===== src/rtl/pbac_pkg.sv =====
// Shared constants, types and response curve tables for the pitch bender auto-zero block.
package pbac_pkg;

  localparam int CurveSegments = 32;
  localparam int TblLen        = CurveSegments + 1;
  localparam int CurveCnt      = 3;
  localparam int CenterInt     = 8000;
  localparam int HalfCenterInt = CenterInt / 2;
  localparam int SegBits       = $clog2(CurveSegments);

  localparam logic signed [13:0] DEAD_RANGE     = 14'sd20;
  localparam logic signed [13:0] SMALL_RANGE    = 14'sd200;
  localparam logic signed [13:0] ZERO_RESET     = 14'sd2048;
  localparam logic signed [13:0] LAST_OFF_RESET = 14'sd4096;
  localparam logic signed [13:0] ZERO_STEP      = 14'sd8;
  localparam logic signed [9:0]  RAMP_STEP      = 10'sd8;
  localparam logic [6:0]         TEST_PERIOD    = 7'd80;
  localparam logic [12:0]        GAIN           = 13'd4540;
  localparam logic [25:0]        CLIP_LIMIT     = 26'd8384512;
  localparam logic [13:0]        CENTER         = 14'd8000;
  localparam logic [6:0]         FRAC_ONE       = 7'd64;

  // curve select codes
  localparam logic [1:0] SEL_SOFT   = 2'd0;
  localparam logic [1:0] SEL_NORMAL = 2'd1;
  localparam logic [1:0] SEL_HARD   = 2'd2;

  typedef enum logic [2:0] {
    ST_IDLE,
    ST_UPDATE,
    ST_SCALE,
    ST_CLIP,
    ST_MUL_A,
    ST_MUL_B,
    ST_SUM,
    ST_EMIT
  } state_e;

  typedef logic [CurveCnt-1:0][TblLen-1:0][12:0] curve_tbl_t;

  // Curve entry i: 8000*(i/32)*((1-s)+s*(i/32)^2), truncated.
  // All terms are non-negative, so the segment divisions are right shifts.
  function automatic curve_tbl_t build_curves();
    curve_tbl_t t;
    longint     seg2;
    longint     v;
    t    = '0;
    seg2 = longint'(CurveSegments) * CurveSegments;
    for (int i = 0; i < TblLen; i++) begin
      v = (longint'(CenterInt) * i) >> SegBits;
      t[SEL_SOFT][i] = 13'(v);
      v = (longint'(HalfCenterInt) * i * (seg2 + longint'(i) * i)) >> (3 * SegBits);
      t[SEL_NORMAL][i] = 13'(v);
      v = (longint'(CenterInt) * i * i * i) >> (3 * SegBits);
      t[SEL_HARD][i] = 13'(v);
    end
    return t;
  endfunction

  localparam curve_tbl_t CURVE_TBL = build_curves();

endpackage


===== src/rtl/pitch_bender_autozero_curve_top.sv =====
// Pitch bender auto-zero, gain, clip and curve interpolation, with one shared multiplier.
//
// One 12-bit bender sample is taken per request; the tracked zero point is
// subtracted to get a signed offset, and the zero point, settle timer and
// ramp are updated in the cycle after the request. An offset equal to the
// previous one, or one that stays inside the +/-20 dead range, goes from
// UPDATE straight back to IDLE, and new requests are stalled until the
// block is back in IDLE; an offset that falls back into the dead range
// from outside also passes through EMIT, since it may send the center
// value. Offsets outside the dead range run through one 13x13 multiplier
// three times (gain 4540/4096, then the two interpolation weights) in
// SCALE, MUL_A and MUL_B; a clipped value goes from CLIP to EMIT. A result
// leaves through an output register, so the next request is taken while a
// result waits; only a second result that finds the register still stalled
// waits in place. A result is sent only when the offset changed and the new
// bend differs from the last one sent. curve_select (0 soft, 1 normal, 2
// hard) is to be written over its own channel only while the block is idle,
// which the block itself does not enforce; a write of 3 is ignored.
module pitch_bender_autozero_curve_top
  import pbac_pkg::*;
(
  input  logic        clk_i,
  input  logic        rst_ni,
  // sample request channel
  input  logic        in_valid_i,
  output logic        in_stall_o,
  input  logic [11:0] adc_sample_i,
  // result channel
  output logic        out_valid_o,
  input  logic        out_stall_i,
  output logic [13:0] pitch_bend_o,
  // configuration channel
  input  logic        cfg_valid_i,
  output logic        cfg_ready_o,
  input  logic [1:0]  curve_select_i
);

  state_e state_q, state_d;

  // control state
  logic [1:0]         sel_q;
  logic signed [13:0] zero_q, zero_d;
  logic signed [13:0] last_off_q;
  logic [13:0]        last_sent_q;
  logic               small_q, small_d;
  logic [6:0]         ticks_q, ticks_d;
  logic               testing_q, testing_d;
  logic               ramping_q, ramping_d;
  logic signed [9:0]  ramp_left_q, ramp_left_d;
  logic               ramp_down_q, ramp_down_d;
  logic               out_valid_q;

  // payload registers
  logic [11:0]        sample_q;
  logic [11:0]        mag_q;
  logic               neg_q;
  logic [25:0]        prod_q;
  logic [25:0]        acc_q;
  logic [4:0]         idx_q;
  logic [5:0]         frac_q;
  logic [12:0]        a_q;
  logic [12:0]        b_q;
  logic [13:0]        val_q;
  logic [13:0]        out_q;

  // update-cycle signals
  logic signed [13:0] off;
  logic               off_small;
  logic               off_pos;
  logic               off_neg;
  logic               last_outside;
  logic signed [9:0]  rl_step;

  // shared multiplier
  logic [12:0]        mul_x;
  logic [12:0]        mul_y;
  logic [25:0]        mul_p;

  logic [19:0]        interp_sum;
  logic [13:0]        shape;
  logic               emit_go;

  assign off          = $signed({2'b00, sample_q}) - zero_q;
  assign off_small    = (off > -SMALL_RANGE) && (off < SMALL_RANGE);
  assign off_pos      = off > DEAD_RANGE;
  assign off_neg      = off < -DEAD_RANGE;
  assign last_outside = (last_off_q > DEAD_RANGE) || (last_off_q < -DEAD_RANGE);

  // Settle timer and ramp: restart the timer on entering the small window,
  // start a ramp after the full period, step the zero while amount remains.
  always_comb begin
    small_d     = off_small;
    ticks_d     = ticks_q;
    testing_d   = testing_q;
    ramping_d   = ramping_q;
    ramp_left_d = ramp_left_q;
    ramp_down_d = ramp_down_q;
    zero_d      = zero_q;
    rl_step     = '0;
    if (off_small && !small_q) begin
      ticks_d   = '0;
      testing_d = 1'b1;
    end else if (!off_small && small_q) begin
      testing_d = 1'b0;
    end
    if (testing_d) begin
      if (ticks_d < TEST_PERIOD) begin
        ticks_d = ticks_d + 7'd1;
      end else begin
        testing_d   = 1'b0;
        ramping_d   = 1'b1;
        ramp_down_d = !(off > 14'sd0);
        ramp_left_d = ramp_down_d ? 10'(-off) : 10'(off);
      end
    end
    if (ramping_d) begin
      rl_step     = ramp_left_d - RAMP_STEP;
      ramp_left_d = rl_step;
      if (rl_step <= 10'sd0) begin
        ramping_d = 1'b0;
      end else begin
        zero_d = ramp_down_d ? (zero_q - ZERO_STEP) : (zero_q + ZERO_STEP);
      end
    end
  end

  // Interpolation: a*(64-frac) + b*frac, then drop six fraction bits.
  assign interp_sum = acc_q[19:0] + prod_q[19:0];
  assign shape      = {2'b00, interp_sum[19:8]} << 2 | {12'd0, interp_sum[7:6]};
  assign emit_go    = !(out_valid_q && out_stall_i);

  // next state
  always_comb begin
    state_d = state_q;
    case (state_q)
      ST_IDLE: begin
        if (in_valid_i) state_d = ST_UPDATE;
      end
      ST_UPDATE: begin
        if (off == last_off_q) state_d = ST_IDLE;
        else if (off_pos || off_neg) state_d = ST_SCALE;
        else if (last_outside) state_d = ST_EMIT;
        else state_d = ST_IDLE;
      end
      ST_SCALE: state_d = ST_CLIP;
      ST_CLIP: begin
        if (prod_q > CLIP_LIMIT) state_d = ST_EMIT;
        else state_d = ST_MUL_A;
      end
      ST_MUL_A: state_d = ST_MUL_B;
      ST_MUL_B: state_d = ST_SUM;
      ST_SUM:   state_d = ST_EMIT;
      ST_EMIT: begin
        if (val_q == last_sent_q || emit_go) state_d = ST_IDLE;
      end
      default: state_d = ST_IDLE;
    endcase
  end

  // outputs and multiplier operand select
  always_comb begin
    in_stall_o = (state_q != ST_IDLE);
    mul_x      = '0;
    mul_y      = '0;
    case (state_q)
      ST_SCALE: begin
        mul_x = {1'b0, mag_q};
        mul_y = GAIN;
      end
      ST_MUL_A: begin
        mul_x = a_q;
        mul_y = {6'd0, FRAC_ONE - {1'b0, frac_q}};
      end
      ST_MUL_B: begin
        mul_x = b_q;
        mul_y = {7'd0, frac_q};
      end
      default: begin
        mul_x = '0;
        mul_y = '0;
      end
    endcase
  end

  assign mul_p = mul_x * mul_y;

  assign cfg_ready_o  = 1'b1;
  assign out_valid_o  = out_valid_q;
  assign pitch_bend_o = out_q;

  // control registers
  always_ff @(posedge clk_i or negedge rst_ni) begin
    if (!rst_ni) begin
      state_q     <= ST_IDLE;
      sel_q       <= SEL_NORMAL;
      zero_q      <= ZERO_RESET;
      last_off_q  <= LAST_OFF_RESET;
      last_sent_q <= CENTER;
      small_q     <= 1'b0;
      ticks_q     <= '0;
      testing_q   <= 1'b0;
      ramping_q   <= 1'b0;
      ramp_left_q <= '0;
      ramp_down_q <= 1'b0;
      out_valid_q <= 1'b0;
    end else begin
      state_q <= state_d;
      // drop writes of the unused code
      if (cfg_valid_i && cfg_ready_o && curve_select_i <= SEL_HARD) begin
        sel_q <= curve_select_i;
      end
      if (state_q == ST_UPDATE) begin
        zero_q      <= zero_d;
        last_off_q  <= off;
        small_q     <= small_d;
        ticks_q     <= ticks_d;
        testing_q   <= testing_d;
        ramping_q   <= ramping_d;
        ramp_left_q <= ramp_left_d;
        ramp_down_q <= ramp_down_d;
      end
      // load a new result, else drop the one just taken
      if (state_q == ST_EMIT && val_q != last_sent_q && emit_go) begin
        out_valid_q <= 1'b1;
        last_sent_q <= val_q;
      end else if (out_valid_q && !out_stall_i) begin
        out_valid_q <= 1'b0;
      end
    end
  end

  // datapath registers
  always_ff @(posedge clk_i) begin
    case (state_q)
      ST_IDLE: begin
        if (in_valid_i) sample_q <= adc_sample_i;
      end
      ST_UPDATE: begin
        neg_q <= off_neg;
        mag_q <= off_neg ? 12'(-DEAD_RANGE - off) : 12'(off - DEAD_RANGE);
        val_q <= CENTER;
      end
      ST_SCALE: prod_q <= mul_p;
      ST_CLIP: begin
        idx_q  <= prod_q[22:18];
        frac_q <= prod_q[17:12];
        a_q    <= CURVE_TBL[sel_q][{1'b0, prod_q[22:18]}];
        val_q  <= neg_q ? (CENTER - CENTER) : (CENTER + CENTER);
      end
      ST_MUL_A: begin
        prod_q <= mul_p;
        b_q    <= CURVE_TBL[sel_q][{1'b0, idx_q} + 6'd1];
      end
      ST_MUL_B: begin
        acc_q  <= prod_q;
        prod_q <= mul_p;
      end
      ST_SUM: val_q <= neg_q ? (CENTER - shape) : (CENTER + shape);
      ST_EMIT: begin
        if (val_q != last_sent_q && emit_go) out_q <= val_q;
      end
      default: begin
        val_q <= val_q;
      end
    endcase
  end

endmodule


===== config.mk =====
export PLATFORM = sky130hd
export DESIGN_NAME = pitch_bender_autozero_curve_top
export DESIGN_NICKNAME = d
export VERILOG_FILES = /design/src/rtl/pbac_pkg.sv /design/src/rtl/pitch_bender_autozero_curve_top.sv
export SDC_FILE = /design/constraint.sdc
export NUM_CORES = 1
export LEC_CHECK = 0
export BUFFER_PORTS_ARGS = -buffer_cell sky130_fd_sc_hd__buf_2
export CORE_MARGIN = 1
export CORE_UTILIZATION = 60
export DETAILED_ROUTE_END_ITERATION = 8
export GPL_TIMING_DRIVEN = 0
export PLACE_DENSITY = 0.82
export SYNTH_ARGS = -nofsm -noshare
export SYNTH_HDL_FRONTEND = slang
export SYNTH_SLANG_ARGS = --single-unit

===== constraint.sdc =====
create_clock -name clk_i -period 8.82 [get_ports clk_i]
set_clock_uncertainty 0.1 [all_clocks]
set_input_delay 1.323 -clock clk_i [delete_from_list [all_inputs] [get_ports clk_i]]
set_output_delay 1.323 -clock clk_i [all_outputs]
set_load 0.05 [all_outputs]

Word level (Yosys, flattened, before mapping)
Cells that the tools add are included.
W data, S select, Z words.

word-level totals
  input port bits = 19
  logic and storage cells = 130
  output and inout port bits = 17
  bits in registers = 205

operators by class
  multipliers = 1
  eq/ne operators = 12
  reductions and logical operators = 26
  $lt $le $gt $ge = 14
  bitwise gates (word level) = 2
  multiplexer cells = 39
  add/subtract/negate cells = 13

operators by type and width
  kind                      number
  $bmux W429 S2             1
  $mux W429                 1
  $bmux W13 S6              1
  $pmux W13 S3              2
  $bmux W13 S5              1
  $mux W14                  3
  $pmux W14 S3              1
  $mux W10                  4
  $eq A14 B14 Y1            2
  $gt A14 B6 Y1 const B     2
  $lt A14 B6 Y1 const B     2
  $gt A26 B23 Y1 const B    1
  $mul A13 B13 Y26          1
  $mux W13                  2
  $pmux W3 S8               1
  $mux W7                   3
  $add A20 B20 Y20          1
  $mux W3                   5
  $add A13 B14 Y14 const A  1
  $add A14 B5 Y14 const B   1
  $gt A14 B1 Y1 const B     1
  $gt A14 B9 Y1 const B     1
  $lt A14 B9 Y1 const B     1
  $ne A14 B14 Y1            1
  other kinds (34)          67

Logic depth before layout (Yosys ltp)
  depth after elaboration = 12
  mapped depth = 30
  gate-level depth less buffers = 28

Worst setup path before layout
Ideal clock, no wire load.

  path kind = register to register
  start point = register state_q[1]
  end point = register prod_q[24], data pin
  path slack = 1.579 ns
  period minus slack after synthesis = 7.241 ns
  data required time = 8.462 ns
  library setup time = 0.258 ns
  stages on the path, launching flop included = 30
  path buffers = 3
  arrival = 6.883 ns
  cell sequence = dfrtp_1 > clkbuf_1 > nand2b_1 > clkbuf_1 > nor2_1 > clkbuf_1 > nand2_1 > o21ai_1 > nand2_1 > fa_1 > inv_1 > fa_1 > ha_1 > ha_1 > inv_1 > fa_1 > inv_1 > fa_1 > a21o_1 > a21oi_1 > o21bai_1 > a21oi_1 > o21ai_0 > o211ai_1 > a31oi_1 > a41o_1 > o41ai_1 > o21bai_1 > a21oi_1 > xnor2_1

on the way
  cells in the longest elaborated chain, start to end = 3
  elaborated cells on any way between the ends = 6
  classes of those cells = mul (1); eq/ne (3); mux (2)

ends and longest elaborated chain
  element                                              RTL line                                text
  start, declared                                      pitch_bender_autozero_curve_top.sv:38   state_e state_q, state_d;
  start signal, assigned                               pitch_bender_autozero_curve_top.sv:207  state_q <= state_d;
  $eq A3 B3 Y1 / $eq A3 B2 Y1 (equally long branches)  pitch_bender_autozero_curve_top.sv:165  case (state_q)
  $pmux W13 S3                                         pitch_bender_autozero_curve_top.sv:165
  $mul A13 B13 Y26 *                                   pitch_bender_autozero_curve_top.sv:185  assign mul_p = mul_x * mul_y;
  net mul_p[24]                                        pitch_bender_autozero_curve_top.sv:77   logic [25:0] mul_p;
  end signal, assigned                                 pitch_bender_autozero_curve_top.sv:243  ST_SCALE: prod_q <= mul_p;
  end signal, assigned                                 pitch_bender_autozero_curve_top.sv:251  prod_q <= mul_p;
  end signal, assigned                                 pitch_bender_autozero_curve_top.sv:256  prod_q <= mul_p;
  end, declared                                        pitch_bender_autozero_curve_top.sv:57   logic [25:0] prod_q;

The timed path passes the listed nets; every way through them passes the cells marked *.
A chain may end at the register's enable or synchronous reset.

Worst setup path after layout
  start point = register state_q[0]
  end point = register prod_q[24], data pin

The elaborated chain is that of the path after synthesis.

==> impl_metrics.ini <==
[layout]
fin_area_um2 = 20160
diodes = 0
final_nets = 2468
layout-drive-gt1-share = 0.05575
area_growth_pct = 7.765

[yosys]
synthMuxAreaShare = 0.02033
synth_top_area_frac = 0.2183
synth-simple-area-share = 0.1717
synth_cells = 2163
yosysUniqueCellTypes = 91
synth-xor-area-share = 0.06039
synth_top_family_by_area = compound AO/OA/AOI/OAI gates
syn_area_per_cell_um2 = 8.649
ys_top_cells_by_area = edfxtp_1 22%, fa_1 9.3%, ha_1 9.2%
synth_seq_cells = 202
synthFlopType = edfxtp_1
post-synth-top-area-cell = edfxtp_1
ys.warnings.count = 0
synthAdderAreaFrac = 0.1853
syn-cell-area_um2 = 18710
synth_edf_count = 136
synthArstFlopShare = 0.3267
synth_compound_area_frac = 0.1895
seq_area_frac_synth = 0.3072

[setup_path]
endpoint_kind = flip-flop
worst-path-max-fanout = 29
slowest_delay_ns = 0.54
cp.required_ns = 8.99
cp_num_buf_inv = 6
start_kind = flip-flop
cpMaxStageDelayCell = fa_1
rr_startpoint = state_q[0]
arrival_ns = 8.43
reg2reg_depth = 28
path_class = reg -> reg
worst_path_dominant_cell_family = compound AO/OA/AOI/OAI gates
r2r_setup_slack_ns = 0.56
cp.depth = 28
r2r_end = prod_q[24]

[clock_tree]
htreeDepth = 1
worstSkewPairLatency_ns = 0.53
clk_pin_slew_ns = 0.06
cts_root_buffer = clkbuf_16
cts_tree = built
clock_sinks = 202
cts_made_buffers = 23
cts_hold_buf = 0
clockBufferDepth = 3

[detailed_routing]
drt_first_pass_iters = 6
drcViolationCount = 0
wire_per_inst_um = 23.05
viasPerCell = 6.685
final_antenna_net_count = 0
vias = 17635
finalWirelength_um = 60810
dr.first_iter.drc_count = 2531

[grt]
track_usage = 0.3830
grt_max_degree = 67
grt_pass1_wl_um = 93830
grt-ovfl-total = 0
first_global_vias = 17134
antenna_found_initial = 0

[power_and_ir_drop]
vdd_drop_max_uv = 180.3
leakage_nw = 8.599
power_mw = 7.805
power_density_nw_per_um2 = 387.1

[timing]
min_period_ns = 8.256
slew_viol_final = 0
fmax_mhz = 121.1
setup-violations-final = 0
rsz0062_at_grt = false
hold_viol = 0
finalCritPeriodShare = 0.9360
worst_pin_slew_ns = 1.239
slew_headroom = 0.1707

[placed_design]
gp_congestion = 1.034
postPlaceCellArea_um2 = 19400
io_buffers = 34
dp_hpwl_um = 44650

[die]
chipWidth_um = 178.6
core_area_um2 = 30670
die_height_um = 178.6
pin_count = 36
initial_utilization = 0.6100
rows = 64
die_area_um2 = 31890

[worst_hold_path]
whs_path_depth = 2
worstHoldStart = last_sent_q[10]
hold_path_class = reg -> reg
holdPathEnd = last_sent_q[10]

[status]
status = complete, no violations

[run]
max_cap_viol_count = 0
layer usage:
metal	vias to the layer above	part of all wire	wire (µm)	global-route usage
li1	7771	-	-	-
met1	8383	0.39	23800	0.4961
met2	1192	0.45	27390	0.6079
met3	289	0.10	6233	0.07715
met4	0	0.056	3389	0.1924
met5	-	0	0	0
how the worst max path moves through the flow:
stage / from / to / slack [ns]
3_3_place_gp: state_q[0] / prod_q[24] / -0.05
5_1_grt: state_q[0] / prod_q[23] / 0.10
6_report: state_q[0] / prod_q[24] / 0.56
3_5_place_dp: state_q[0] / prod_q[24] / 0.31
2_1_floorplan: state_q[1] / prod_q[24] / 1.58
4_1_cts: state_q[0] / prod_q[24] / 0.27
per-stage QoR:
step / TNS [ns] / hold slack, ns / instances / worst slack [ns] / util
3_3_place_gp: -0.04964 / 0.3533 / 2595 / -0.04964 / 0.6319
5_1_grt: 0 / 0.3860 / 2638 / 0.1007 / 0.6574
3_5_place_dp: 0 / 0.3568 / 2596 / 0.3083 / 0.6324
6_report: 0 / 0.3669 / 2638 / 0.5642 / 0.6574
2_1_floorplan: 0 / 0.3244 / 2165 / 1.579 / -
4_1_cts: 0 / 0.3677 / 2638 / 0.2749 / 0.6571
sequential cells by signal, summed over array words and instances, names as in the netlist, 10 cells and up:
name and count:
prod_q 26, acc_q 20, pitch_bend_o 14, last_sent_q 14, a_q 13, val_q 14
mag_q 12, sample_q 12, ramp_left_q 10, zero_q 11, b_q 13, last_off_q 14
where the power goes:
part	internal, mW	leakage, nW	total [mW]	switching (mW)
Combinational	1.67	6.12	5.07	3.40
Sequential	1.54	2.12	1.77	0.236
Clock	0.563	0.365	0.962	0.399
area by class of cell:
| cell class | count | area [µm²] |
|---|---|---|
| clock inverter | 11 | 131.4 |
| timing repair buffer | 35 | 183.9 |
| sequential | 202 | 5747 |
| multi-input combinational | 1646 | 11750 |
| fill | 2419 | 10510 |
| buffer | 120 | 484.2 |
| clock buffer | 31 | 625.6 |
| inverter | 197 | 739.5 |
| tap | 396 | 495.5 |
cells in the final DEF, fill, tap and decap left out, types with 22 or more instances in the layout:
cell,netlist,final
mux2i_1,23,23
a31oi_1,23,23
xnor2_1,88,88
and3_1,22,22
nor2_1,175,173
a21oi_1,145,145
buf_2,3,36
a211oi_1,27,27
nor2b_1,30,30
nand3_1,43,43
nor3_1,43,43
o21ai_0,141,140
clkbuf_1,93,98
inv_1,190,190
o211ai_1,32,32
nand2_1,283,283
clkbuf_16,0,23
dfrtp_1,57,57
fa_1,87,87
xor2_1,36,36
edfxtp_1,136,136
ha_1,137,137
cells in the mapped netlist (11+ instances only):
library cell,instances
nand2_1,283
inv_1,190
nor2_1,175
a21oi_1,145
o21ai_0,141
ha_1,137
edfxtp_1,136
clkbuf_1,93
xnor2_1,88
fa_1,87
dfrtp_1,57
nand3_1,43
nor3_1,43
xor2_1,36
o211ai_1,32
nor2b_1,30
a211oi_1,27
a31oi_1,23
mux2i_1,23
and3_1,22
buf_1,20
and2_1,17
nand2b_1,17
nor4_1,17
o311ai_0,16
nand4_1,15
a22oi_1,14
a21o_1,13
a311oi_1,13
o21ai_1,11
o21bai_1,11
cells by family (layout without fill, tap and decap cells):
group                    Yosys count  after routing
XOR/XNOR                         126            126
other                              2              4
adder cells (fa/ha/maj)          225            225
AND/OR/NAND/NOR                  706            706
flip-flops                       202            202
multiplexers                      33             33
AO/OA/AOI/OAI                    552            552
buffers and inverters            317            394
tightest hold or removal path, cell delays in order (launching register included):
cell	delay (ns)
dfstp_2	0.37
nand2_1	0.05
nand2_1	0.05
what timing repair did:
| item | CTS | global route |
|---|---|---|
| resized for setup | 0 | 4 |
| buffers inserted | 0 | 0 |
| setup endpoints to repair | 0 | 3 |
Power figures use the tool's default switching activity.
